`src/rtl/piqp_pkg.sv`:
```
package piqp_pkg;

   // Default geometry
   localparam int QUEUE_DEPTH = 16;
   localparam int TAG_BITS    = 64;

   // Fixed field widths
   localparam int ACTION_W = 2;
   localparam int TAG_W    = 64;
   localparam int RATING_W = 16;
   localparam int POS_W    = 5;
   localparam int STATUS_W = 2;

   // Action codes
   localparam logic [ACTION_W-1:0] ACT_APPEND = 2'd0;
   localparam logic [ACTION_W-1:0] ACT_INSERT = 2'd1;
   localparam logic [ACTION_W-1:0] ACT_MOVE   = 2'd2;

   // Status codes
   localparam logic [STATUS_W-1:0] ST_DONE  = 2'd0;
   localparam logic [STATUS_W-1:0] ST_FULL  = 2'd1;
   localparam logic [STATUS_W-1:0] ST_EMPTY = 2'd2;

   // Command to the first queue for one item
   typedef struct packed {
      logic push;   // insert at slot
      logic pop;    // drop head, shift toward head
   } fq_cmd_type;

endpackage

```
`src/rtl/piqp_req_if.sv`:
```
interface piqp_req_if;
   logic                                 valid;
   logic                                 ready;
   logic [piqp_pkg::ACTION_W-1:0]        action;
   logic [piqp_pkg::TAG_W-1:0]           name_tag;
   logic signed [piqp_pkg::RATING_W-1:0] rating;
   logic [piqp_pkg::POS_W-1:0]           position;

   modport source (output valid, action, name_tag, rating, position, input ready);
   modport sink   (input valid, action, name_tag, rating, position, output ready);
endinterface

```
`src/rtl/piqp_rsp_if.sv`:
```
interface piqp_rsp_if #(
   parameter int CNT_W = $clog2(piqp_pkg::QUEUE_DEPTH + 1)
);
   logic                                 valid;
   logic                                 ready;
   logic [piqp_pkg::STATUS_W-1:0]        status;
   logic [CNT_W-1:0]                     first_count;
   logic [CNT_W-1:0]                     second_count;
   logic [piqp_pkg::TAG_W-1:0]           moved_tag;
   logic signed [piqp_pkg::RATING_W-1:0] moved_rating;

   modport source (output valid, status, first_count, second_count, moved_tag,
                   moved_rating, input ready);
   modport sink   (input valid, status, first_count, second_count, moved_tag,
                   moved_rating, output ready);
endinterface

```
`src/rtl/positional_insert_queue_pair.sv`:
```
// Channel  Dir  Handshake     Payload
// req_ch   in   valid/ready   action, name_tag, rating, position
// rsp_ch   out  valid/ready   status, first_count, second_count, moved_tag, moved_rating
//
// One item per cycle sustained while rsp_ch is not stalled; an accepted req loads
// the input register, then the queue update and the result register take it,
// and rsp valid rises with the result register.
// The queues are register stores; per item the first shifts, the second writes its tail.
// Reset (synchronous) empties both queues and both pipeline stages.
// A stalled rsp holds the result register; the input register then holds and
// req_ch.ready drops only once both stages are occupied.
module positional_insert_queue_pair #(
   parameter int QUEUE_DEPTH = piqp_pkg::QUEUE_DEPTH,
   parameter int TAG_BITS    = piqp_pkg::TAG_BITS
) (
   input logic              clock,
   input logic              reset,
   piqp_req_if.sink         req_ch,
   piqp_rsp_if.source       rsp_ch
);

   localparam int CNT_W = $clog2(QUEUE_DEPTH + 1);
   localparam int IDX_W = $clog2(QUEUE_DEPTH);
   localparam int CMP_W = (CNT_W > piqp_pkg::POS_W) ? CNT_W : piqp_pkg::POS_W;

   // ---------------- input register ----------------
   logic                                 s1_valid_ff;
   logic [piqp_pkg::ACTION_W-1:0]        s1_action_ff;
   logic [TAG_BITS-1:0]                  s1_tag_ff;
   logic signed [piqp_pkg::RATING_W-1:0] s1_rating_ff;
   logic [piqp_pkg::POS_W-1:0]           s1_pos_ff;

   // ---------------- result register ----------------
   logic                                 rsp_valid_ff;
   logic [piqp_pkg::STATUS_W-1:0]        status_ff;
   logic [CNT_W-1:0]                     fcount_ff;
   logic [CNT_W-1:0]                     scount_ff;
   logic [piqp_pkg::TAG_W-1:0]           mtag_ff;
   logic signed [piqp_pkg::RATING_W-1:0] mrating_ff;

   // ---------------- datapath ----------------
   logic                                 s2_free;     // result register can load
   logic                                 fire;        // s1 item executes this cycle
   logic                                 req_take;
   piqp_pkg::fq_cmd_type                 fq_cmd;
   logic                                 sq_push;
   logic [IDX_W-1:0]                     slot;
   logic [CNT_W-1:0]                     first_count;
   logic [CNT_W-1:0]                     second_count;
   logic [TAG_BITS-1:0]                  head_tag;
   logic signed [piqp_pkg::RATING_W-1:0] head_rating;
   logic [piqp_pkg::STATUS_W-1:0]        status_in;
   logic [CNT_W-1:0]                     fcount_in;
   logic [CNT_W-1:0]                     scount_in;
   logic [piqp_pkg::TAG_W-1:0]           mtag_in;
   logic signed [piqp_pkg::RATING_W-1:0] mrating_in;
   logic [piqp_pkg::POS_W-1:0]           pos_adj;
   logic [CMP_W-1:0]                     pos_m1;
   logic [CMP_W-1:0]                     fill_ext;
   logic [CMP_W-1:0]                     slot_wide;
   logic                                 first_full;
   logic                                 first_empty;
   logic                                 second_full;

   assign s2_free      = !rsp_valid_ff || rsp_ch.ready;
   assign fire         = s1_valid_ff && s2_free;
   assign req_ch.ready = !s1_valid_ff || s2_free;
   assign req_take     = req_ch.valid && req_ch.ready;

   always_ff @(posedge clock) begin
      if (reset) begin
         s1_valid_ff <= 1'b0;
      end else if (req_ch.ready) begin
         s1_valid_ff <= req_ch.valid;
      end
   end

   always_ff @(posedge clock) begin
      if (req_take) begin
         s1_action_ff <= req_ch.action;
         s1_tag_ff    <= req_ch.name_tag[TAG_BITS-1:0];  // tag kept to TAG_BITS
         s1_rating_ff <= req_ch.rating;
         s1_pos_ff    <= req_ch.position;
      end
   end

   // Position zero acts as the head; a position past the count appends.
   assign pos_adj   = (s1_pos_ff == '0) ? piqp_pkg::POS_W'(1) : s1_pos_ff;
   assign pos_m1    = CMP_W'(pos_adj) - 1'b1;
   assign fill_ext  = CMP_W'(first_count);
   assign slot_wide = (s1_action_ff == piqp_pkg::ACT_INSERT && pos_m1 < fill_ext) ?
                      pos_m1 : fill_ext;
   assign slot      = slot_wide[IDX_W-1:0];

   assign first_full  = (first_count == CNT_W'(QUEUE_DEPTH));
   assign first_empty = (first_count == '0);
   assign second_full = (second_count == CNT_W'(QUEUE_DEPTH));

   always_comb begin
      fq_cmd     = '0;
      sq_push    = 1'b0;
      status_in  = piqp_pkg::ST_DONE;
      mtag_in    = '0;
      mrating_in = '0;
      case (s1_action_ff)
         piqp_pkg::ACT_APPEND, piqp_pkg::ACT_INSERT: begin
            if (first_full) begin
               status_in = piqp_pkg::ST_FULL;
            end else begin
               fq_cmd.push = fire;
            end
         end
         piqp_pkg::ACT_MOVE: begin
            // empty source is checked ahead of full target
            if (first_empty) begin
               status_in = piqp_pkg::ST_EMPTY;
            end else if (second_full) begin
               status_in = piqp_pkg::ST_FULL;
            end else begin
               fq_cmd.pop = fire;
               sq_push    = fire;
               mtag_in    = piqp_pkg::TAG_W'(head_tag);
               mrating_in = head_rating;
            end
         end
         default: begin
            // unused action: no change, done
         end
      endcase
   end

   // Counts after the step
   always_comb begin
      fcount_in = first_count;
      if (fq_cmd.push) begin
         fcount_in = first_count + 1'b1;
      end else if (fq_cmd.pop) begin
         fcount_in = first_count - 1'b1;
      end
      scount_in = sq_push ? second_count + 1'b1 : second_count;
   end

   piqp_first_q #(
      .DEPTH  (QUEUE_DEPTH),
      .TAG_BW (TAG_BITS),
      .CNT_W  (CNT_W),
      .IDX_W  (IDX_W)
   ) u_first_q (
      .clock       (clock),
      .reset       (reset),
      .cmd         (fq_cmd),
      .slot        (slot),
      .tag         (s1_tag_ff),
      .rating      (s1_rating_ff),
      .fill        (first_count),
      .head_tag    (head_tag),
      .head_rating (head_rating)
   );

   piqp_second_q #(
      .DEPTH  (QUEUE_DEPTH),
      .TAG_BW (TAG_BITS),
      .CNT_W  (CNT_W),
      .IDX_W  (IDX_W)
   ) u_second_q (
      .clock  (clock),
      .reset  (reset),
      .push   (sq_push),
      .tag    (head_tag),
      .rating (head_rating),
      .fill   (second_count)
   );

   always_ff @(posedge clock) begin
      if (reset) begin
         rsp_valid_ff <= 1'b0;
      end else if (s2_free) begin
         rsp_valid_ff <= s1_valid_ff;
      end
   end

   always_ff @(posedge clock) begin
      if (fire) begin
         status_ff  <= status_in;
         fcount_ff  <= fcount_in;
         scount_ff  <= scount_in;
         mtag_ff    <= mtag_in;
         mrating_ff <= mrating_in;
      end
   end

   assign rsp_ch.valid        = rsp_valid_ff;
   assign rsp_ch.status       = status_ff;
   assign rsp_ch.first_count  = fcount_ff;
   assign rsp_ch.second_count = scount_ff;
   assign rsp_ch.moved_tag    = mtag_ff;
   assign rsp_ch.moved_rating = mrating_ff;

   // ---------------- checks ----------------
   a_empty_status: assert property (@(posedge clock) disable iff (reset)
      rsp_valid_ff && status_ff == piqp_pkg::ST_EMPTY |-> fcount_ff == '0)
      else $error("empty status with entries in first queue");

   a_moved_zero: assert property (@(posedge clock) disable iff (reset)
      rsp_valid_ff && status_ff != piqp_pkg::ST_DONE |-> mtag_ff == '0 && mrating_ff == '0)
      else $error("moved entry reported on refused item");

   a_count_bound: assert property (@(posedge clock) disable iff (reset)
      first_count <= CNT_W'(QUEUE_DEPTH) && second_count <= CNT_W'(QUEUE_DEPTH))
      else $error("queue fill past depth");

   a_count_match: assert property (@(posedge clock) disable iff (reset)
      fire |=> fcount_ff == first_count && scount_ff == second_count)
      else $error("reported counts differ from queue fill");

endmodule

```
`src/rtl/piqp_first_q.sv`:
```
module piqp_first_q #(
   parameter int DEPTH  = piqp_pkg::QUEUE_DEPTH,
   parameter int TAG_BW = piqp_pkg::TAG_BITS,
   parameter int CNT_W  = $clog2(DEPTH + 1),
   parameter int IDX_W  = $clog2(DEPTH)
) (
   input  logic                                 clock,
   input  logic                                 reset,
   input  piqp_pkg::fq_cmd_type                 cmd,
   input  logic [IDX_W-1:0]                     slot,
   input  logic [TAG_BW-1:0]                    tag,
   input  logic signed [piqp_pkg::RATING_W-1:0] rating,
   output logic [CNT_W-1:0]                     fill,
   output logic [TAG_BW-1:0]                    head_tag,
   output logic signed [piqp_pkg::RATING_W-1:0] head_rating
);

   logic [TAG_BW-1:0]                    tags_ff    [DEPTH];
   logic signed [piqp_pkg::RATING_W-1:0] ratings_ff [DEPTH];
   logic [CNT_W-1:0]                     fill_ff;
   logic [CNT_W-1:0]                     fill_in;

   always_comb begin
      fill_in = fill_ff;
      if (cmd.push) begin
         fill_in = fill_ff + 1'b1;
      end else if (cmd.pop) begin
         fill_in = fill_ff - 1'b1;
      end
   end

   always_ff @(posedge clock) begin
      if (reset) begin
         fill_ff <= '0;
      end else begin
         fill_ff <= fill_in;
      end
   end

   // Each entry sees only itself, its neighbors and the new item.
   for (genvar i = 0; i < DEPTH; i++) begin : g_entry
      always_ff @(posedge clock) begin
         if (cmd.push) begin
            if (IDX_W'(i) == slot) begin
               tags_ff[i]    <= tag;
               ratings_ff[i] <= rating;
            end else if (IDX_W'(i) > slot) begin
               if (i > 0) begin
                  tags_ff[i]    <= tags_ff[(i > 0) ? i - 1 : 0];
                  ratings_ff[i] <= ratings_ff[(i > 0) ? i - 1 : 0];
               end
            end
         end else if (cmd.pop) begin
            if (i < DEPTH - 1) begin
               tags_ff[i]    <= tags_ff[(i < DEPTH - 1) ? i + 1 : i];
               ratings_ff[i] <= ratings_ff[(i < DEPTH - 1) ? i + 1 : i];
            end
         end
      end
   end

   assign fill        = fill_ff;
   assign head_tag    = tags_ff[0];
   assign head_rating = ratings_ff[0];

endmodule

```
`src/rtl/piqp_second_q.sv`:
```
module piqp_second_q #(
   parameter int DEPTH  = piqp_pkg::QUEUE_DEPTH,
   parameter int TAG_BW = piqp_pkg::TAG_BITS,
   parameter int CNT_W  = $clog2(DEPTH + 1),
   parameter int IDX_W  = $clog2(DEPTH)
) (
   input  logic                                 clock,
   input  logic                                 reset,
   input  logic                                 push,
   input  logic [TAG_BW-1:0]                    tag,
   input  logic signed [piqp_pkg::RATING_W-1:0] rating,
   output logic [CNT_W-1:0]                     fill
);

   logic [TAG_BW-1:0]                    tags_mem    [DEPTH];
   logic signed [piqp_pkg::RATING_W-1:0] ratings_mem [DEPTH];
   logic [CNT_W-1:0]                     fill_ff;

   always_ff @(posedge clock) begin
      if (reset) begin
         fill_ff <= '0;
      end else if (push) begin
         fill_ff <= fill_ff + 1'b1;
      end
   end

   // Tail write; push is only issued below full, so the index fits.
   always_ff @(posedge clock) begin
      if (push) begin
         tags_mem[fill_ff[IDX_W-1:0]]    <= tag;
         ratings_mem[fill_ff[IDX_W-1:0]] <= rating;
      end
   end

   assign fill = fill_ff;

endmodule

```
`src/flat_wrapper.sv`:
```
// flat-port wrapper written by rule: the top's interface ports become plain ports
module positional_insert_queue_pair_flat 
#(
   parameter int QUEUE_DEPTH = piqp_pkg::QUEUE_DEPTH,
   parameter int TAG_BITS    = piqp_pkg::TAG_BITS
)
  (clock, reset, req_ch_valid, req_ch_action, req_ch_name_tag, req_ch_rating, req_ch_position, req_ch_ready, rsp_ch_valid, rsp_ch_status, rsp_ch_first_count, rsp_ch_second_count, rsp_ch_moved_tag, rsp_ch_moved_rating, rsp_ch_ready);
  piqp_req_if req_ch_i ();
  piqp_rsp_if rsp_ch_i ();
  input logic clock;
  input logic reset;
  input wire logic [$bits(req_ch_i.valid)-1:0] req_ch_valid;
  input wire logic [$bits(req_ch_i.action)-1:0] req_ch_action;
  input wire logic [$bits(req_ch_i.name_tag)-1:0] req_ch_name_tag;
  input wire logic [$bits(req_ch_i.rating)-1:0] req_ch_rating;
  input wire logic [$bits(req_ch_i.position)-1:0] req_ch_position;
  output wire logic [$bits(req_ch_i.ready)-1:0] req_ch_ready;
  output wire logic [$bits(rsp_ch_i.valid)-1:0] rsp_ch_valid;
  output wire logic [$bits(rsp_ch_i.status)-1:0] rsp_ch_status;
  output wire logic [$bits(rsp_ch_i.first_count)-1:0] rsp_ch_first_count;
  output wire logic [$bits(rsp_ch_i.second_count)-1:0] rsp_ch_second_count;
  output wire logic [$bits(rsp_ch_i.moved_tag)-1:0] rsp_ch_moved_tag;
  output wire logic [$bits(rsp_ch_i.moved_rating)-1:0] rsp_ch_moved_rating;
  input wire logic [$bits(rsp_ch_i.ready)-1:0] rsp_ch_ready;
  assign req_ch_i.valid = req_ch_valid;
  assign req_ch_i.action = req_ch_action;
  assign req_ch_i.name_tag = req_ch_name_tag;
  assign req_ch_i.rating = req_ch_rating;
  assign req_ch_i.position = req_ch_position;
  assign req_ch_ready = req_ch_i.ready;
  assign rsp_ch_valid = rsp_ch_i.valid;
  assign rsp_ch_status = rsp_ch_i.status;
  assign rsp_ch_first_count = rsp_ch_i.first_count;
  assign rsp_ch_second_count = rsp_ch_i.second_count;
  assign rsp_ch_moved_tag = rsp_ch_i.moved_tag;
  assign rsp_ch_moved_rating = rsp_ch_i.moved_rating;
  assign rsp_ch_i.ready = rsp_ch_ready;
  positional_insert_queue_pair #(.QUEUE_DEPTH(QUEUE_DEPTH), .TAG_BITS(TAG_BITS)) u_core (.clock(clock), .reset(reset), .req_ch(req_ch_i), .rsp_ch(rsp_ch_i));
endmodule
```
`config.mk`:
```
export PLATFORM = sky130hd
export DESIGN_NAME = positional_insert_queue_pair_flat
export DESIGN_NICKNAME = d
export VERILOG_FILES = /design/src/rtl/piqp_pkg.sv /design/src/rtl/piqp_req_if.sv /design/src/rtl/piqp_rsp_if.sv /design/src/rtl/positional_insert_queue_pair.sv /design/src/rtl/piqp_first_q.sv /design/src/rtl/piqp_second_q.sv /design/src/flat_wrapper.sv
export SDC_FILE = /design/constraint.sdc
export NUM_CORES = 2
export LEC_CHECK = 0
export ABC_AREA = 1
export BUFFER_PORTS_ARGS = -buffer_cell sky130_fd_sc_hd__buf_2
export CAP_MARGIN = 40
export CORE_ASPECT_RATIO = 0.8
export CORE_MARGIN = 3
export CORE_UTILIZATION = 35
export CTS_CLUSTER_SIZE = 12
export DETAILED_ROUTE_END_ITERATION = 10
export PLACE_DENSITY = 0.49
export SETUP_SLACK_MARGIN = 0.1
export SYNTH_ARGS = -nofsm -noshare
export SYNTH_HDL_FRONTEND = slang
export SYNTH_SLANG_ARGS = --single-unit
```
`constraint.sdc`:
```
create_clock -name clock -period 7.75 [get_ports clock]
set_input_delay 1.55 -clock clock [delete_from_list [all_inputs] [get_ports clock]]
set_output_delay 1.55 -clock clock [all_outputs]
set_load 0.01 [all_outputs]
```
* After elaboration in Yosys (flattened, before gate mapping)
Memories as Yosys holds them, arrays and structs flattened. Index checks and enable logic that the tools add are counted. W data, S select, Z words.
Operators by class: reductions and logical operators 13, equal/unequal tests 19, bitwise gates (word level) 61, $add $sub $neg 4, multiplexer cells 185, order comparisons 16
Operator list (number):
- $mux W64 | 30
- $mux W16 | 30
- $mux W1 | 118
- $or A1 B1 Y1 | 60
- $eq A4 B4 Y1 const A | 8
- $gt A4 B4 Y1 const A | 8
- $mux W5 | 4
- $eq A3 B4 Y1 const A | 4
- $gt A3 B4 Y1 const A | 4
- $add A5 B1 Y5 const B | 2
- $eq A5 B5 Y1 const B | 2
- $logic_not A5 Y1 | 2
- $sub A5 B1 Y5 const B | 2
- $eq A2 B4 Y1 const A | 2
- $gt A2 B4 Y1 const A | 2
- $lt A5 B5 Y1 | 1
- $eq A1 B4 Y1 const A | 1
- $gt A1 B4 Y1 const A | 1
- $logic_not A4 Y1 | 1
- $mux W4 | 1
- $pmux W2 S2 | 1
- $logic_and A1 B1 Y1 | 3
- $reduce_or A3 Y1 | 1
- $eq A2 B1 Y1 const B | 1
- other kinds (7) | 9
Word-level totals: logic and storage cells 313, output and inout bits 94, bits of input ports 91, bits in writable memories 1280, memories 2, bits in registers 191
Memory list:
- u_core.u_first_q.tags_ff | words 16, bits a word 64, rd ports 16, clocked after Yosys merged registers in 0, wr ports 16, RTL line piqp_first_q.sv:18 | logic [TAG_BW-1:0] tags_ff [DEPTH];
- u_core.u_first_q.ratings_ff | words 16, bits a word 16, rd ports 16, clocked after Yosys merged registers in 0, wr ports 16, RTL line piqp_first_q.sv:19 | logic signed [piqp_pkg::RATING_W-1:0] ratings_ff [DEPTH];

* Logic depth before layout (Yosys ltp)
depth in word-level cells 13, gate-level depth with buffers 22, gate-level depth less buffers 21

* Modules after synthesis
Synthesis repeated with hierarchy kept, for this count alone.
Unflattened totals: cell total of the unflattened synthesis 8244, area total of the unflattened synthesis 73454.2 um^2
By module, submodules not included:
- piqp_first_q | cells an instance 7728, instances 1, area each 66344.9 um^2, seq. area each 38537.0 um^2
- positional_insert_queue_pair | cells an instance 487, instances 1, area each 6895.4 um^2, seq. area each 5415.2 um^2
- piqp_second_q | cells an instance 29, instances 1, area each 214.0 um^2, seq. area each 100.1 um^2

* Worst setup path after synthesis
No wires, ideal clock.
kind input -> register, start input port rsp_ch_ready, end memory u_core.u_first_q.ratings_ff[1][64] (netlist bit) (enable), data required time 7.297 ns, library setup time 0.453 ns, buffers on the path 2, arrival 7.809 ns, path slack -0.512 ns, stages 10, cell sequence inv_1 > nand2_1 > nand2_1 > inv_1 > nand3_1 > inv_1 > buf_2 > nand2_1 > clkbuf_1 > nand3_1
RTL lines:
- from (decl) | RTL line flat_wrapper.sv:24 | input wire logic [$bits(rsp_ch_i.ready)-1:0] rsp_ch_ready;
- to (decl) | RTL line piqp_first_q.sv:19

==> reports/metrics.csv <==
metric;value;unit
largest net degree at the start of global routing;203;
clock-pin slew on the worst setup and hold paths;0.06;ns
initial antenna violation count;11;
WP data arrival;6.15;ns
Critical Path Sink;u_core.u_first_q.tags_ff[1][114];
GRT overflow;0;
status;complete, no violations;
Synth cell types;35;
GRT Total Usage;0.211;
TritonCTS Buffers;167;
register area share after synthesis;0.590;
Combinational Power Share;0.101;
Die Y;419;µm
I/O pins;185;
FMAX;179;MHz
DR WL/cell;20.6;µm
fillers;21300;
Die W;523;µm
PwrDens;232;nW/µm²
num rows;151;
Register Area;44100;µm²
Worst-Margin Slew;1.15;ns
Tot Pwr;19.3;mW
CTS hold repair buffers;0;
max-cap check violation count;0;
r2r setup slk;2.17;ns
CTS Sinks;1471;
antenna-violating nets left;0;
Sw Share;0.261;
fin crit share;0.720;
Cell Int Power;14.3;mW
ys async rst share;0;
multi-input logic area;25400;µm²
Via Count;60000;
#FFs+latches synth;1471;
Yosys warning count;0;
worst setup path start;u_core.s1_pos_ff[2];
layout cells sized above 1;0.0712;
count leader, synth;nand2_1;
post-CTS setup buffers;0;
nets@finish;8582;
CTS resizes;0;
top cells by count, synth;nand2_1, edfxtp_1, nand3_1;
Clock power frac;0.404;
final wirelength;236;mm
Setup CP Type;flop to flop;
GPL Wtd Cong;0.782;
Hold Vio Cnt, Final;0;
clk_lat worst skew;0.83;ns
DRC Markers;0;
Pins Over Slew Limit;0;
RR Endpoint;u_core.u_first_q.tags_ff[1][114];
area growth from synthesis to layout;11.7;%
worst-path fanout max;44;
CTS tree;done;
Fin Setup TNS;0;ns
Mapped Nets;8760;
DR iter-0 viols;5904;
RSZ-0062 raised after global routing;no;
Post-synth EDFFs;1459;
P_leak;34.2;nW
vias in the first global route;57900;
Initial Util;0.352;
RR Startpoint;u_core.s1_pos_ff[2];
type of the tightest min-delay check;flop to flop;
post-detail-place hpwl;139;mm
Mapped Area;74700;µm²
Mean Syn Cell Area;8.63;µm²
CP required;8.32;ns
relative slew slack;0.235;
first-pass GRT wire length;361;mm
peak supply drop;0.243;mV
Via density;5.24;
main area contributors after synthesis;edfxtp_1, nand2_1, nand3_1;
Clock Path Buffers;3;
Synth Flop Type;edfxtp_1;
synthesized instance count;8660;
core area;212000;µm²
Synth top area share;0.586;
Detailed Routing Iterations Pass 1;7;
cells on worst reg2reg path;21;
area leader, netlist;edfxtp_1;
share of power burned in registers;0.495;
P_sw;5.05;mW
H-tree levels;4;
CP Launch Type;flop;
clk_skew;0.0318;ns
setup violators final;0;
min Tclk post-route;5.58;ns
crit end category;flop;
DIE AREA;219000;µm²
# port buffers;184;
CTS root buf;clkbuf_16;
power groups by stage:
| stage | Combinational [mW] | Clock (mW) | Sequential [mW] |
|---|---|---|---|
| 4_1_cts | 1.97 | 8.00 | 9.57 |
| 3_5_place_dp | 1.96 | 0 | 9.73 |
| 5_1_grt | 2.21 | 8.33 | 9.61 |
| 6_report | 1.96 | 7.82 | 9.57 |
| 2_1_floorplan | 1.26 | 0 | 9.69 |
| 3_3_place_gp | 1.91 | 0 | 9.73 |
worst min path at each step:
stage | start | to | slack [ns] | cells after the start
6_report | u_core.rsp_ch.valid | u_core.rsp_ch.valid | 0.52 | 2
5_1_grt | u_core.u_first_q.tags_ff[1][481] | u_core.u_first_q.tags_ff[1][417] | 0.56 | 2
4_1_cts | u_core.u_first_q.tags_ff[1][456] | u_core.u_first_q.tags_ff[1][392] | 0.52 | 2
3_5_place_dp | u_core.rsp_ch.valid | u_core.rsp_ch.valid | 0.50 | 2
3_3_place_gp | u_core.rsp_ch.valid | u_core.rsp_ch.valid | 0.50 | 2
2_1_floorplan | u_core.u_second_q.fill[0] | u_core.u_second_q.fill[0] | 0.50 | 2
registers in the layout (all words and copies together) (netlist names):
| register | count |
|---|---|
| u_core.u_first_q.tags_ff | 1024 |
| u_core.u_first_q.ratings_ff | 256 |
| u_core.rsp_ch.moved_tag | 64 |
| u_core.s1_tag_ff | 64 |
| u_core.rsp_ch.moved_rating | 16 |
| u_core.s1_rating_ff | 16 |
| u_core.rsp_ch.first_count | 5 |
| u_core.rsp_ch.second_count | 5 |
| u_core.s1_pos_ff | 5 |
| u_core.u_first_q.fill | 5 |
| u_core.u_second_q.fill | 5 |
| u_core.rsp_ch.status | 2 |
| u_core.s1_action_ff | 2 |
| u_core.rsp_ch.valid | 1 |
| u_core.s1_valid_ff | 1 |
area by class of cell:
class,count,share of cell area
tap,2830,0.0424
clock buffer,205,0.0520
timing repair buffer,332,0.0318
multi-input combinational,5834,0.304
sequential,1471,0.528
antenna,4,0.000120
inverter,676,0.0307
clock inverter,103,0.0109
cells by family after synthesis:
| group | count (synthesis) | synth area share |
|---|---|---|
| simple gates | 4763 | 0.260 |
| flops | 1471 | 0.590 |
| buf+inv | 1355 | 0.0745 |
| compound gates | 1054 | 0.0735 |
| fa+ha+maj | 9 | 0.00151 |
| xor+xnor | 8 | 0.000938 |
worst max-delay path, stage by stage (launching register included):
cell and delay [ns]:
edfxtp_1 0.43, nor2_1 0.19, nand3_1 0.09, nand2_1 0.12, inv_1 0.07, ha_1 0.23, xnor2_1 0.20, inv_1 0.09
ha_1 0.30, a21oi_1 0.13, nor2_1 0.06, nor2_2 0.30, nand2_4 0.12, nand2_1 0.09, nand2_2 0.15, nor2_2 0.55
nand2_4 0.57, nand2_4 0.85, buf_4 0.44, nand2_1 0.17, nand3_1 0.10, nand2_1 0.07
metrics by stage:
stage	cell area (µm²)	utilization	instances	hold slack, ns	worst slack (ns)
2_1_floorplan	74700	-	8660	0.498	-0.00792
5_1_grt	83400	0.394	11500	0.555	1.75
3_5_place_dp	78200	0.369	11100	0.504	2.10
3_3_place_gp	77800	0.367	11100	0.497	2.08
4_1_cts	83400	0.394	11500	0.523	2.10
6_report	83400	0.394	11500	0.521	2.17
cell usage in the layout, fill, tap and decap left out, types with 5 or more instances in the layout:
cell	n
xor2_1	6
clkbuf_16	168
nand2_1	3155
nand3_4	8
inv_1	668
nand2_2	5
edfxtp_1	1459
clkinv_2	28
clkbuf_1	37
o211ai_1	80
clkinv_1	47
buf_4	105
nand2_4	27
buf_2	184
o21ai_0	695
inv_6	6
dfxtp_1	12
buf_12	32
o21ai_1	30
buf_16	11
clkinv_8	6
bufinv_16	12
a21oi_1	244
nor2_1	418
ha_1	9
nand3_1	1137
layer usage:
| metal | GRT usage | vias to the layer above | share of wire |
|---|---|---|---|
| met3 | 0.0297 | 261 | 0.064 |
| met2 | 0.333 | 2071 | 0.45 |
| met4 | 0.0486 | 6 | 0.019 |
| met5 | 0 | - | 0.00017 |
| met1 | 0.306 | 29400 | 0.47 |
| li1 | - | 28300 | - |
Power figures use the tool's default switching activity.
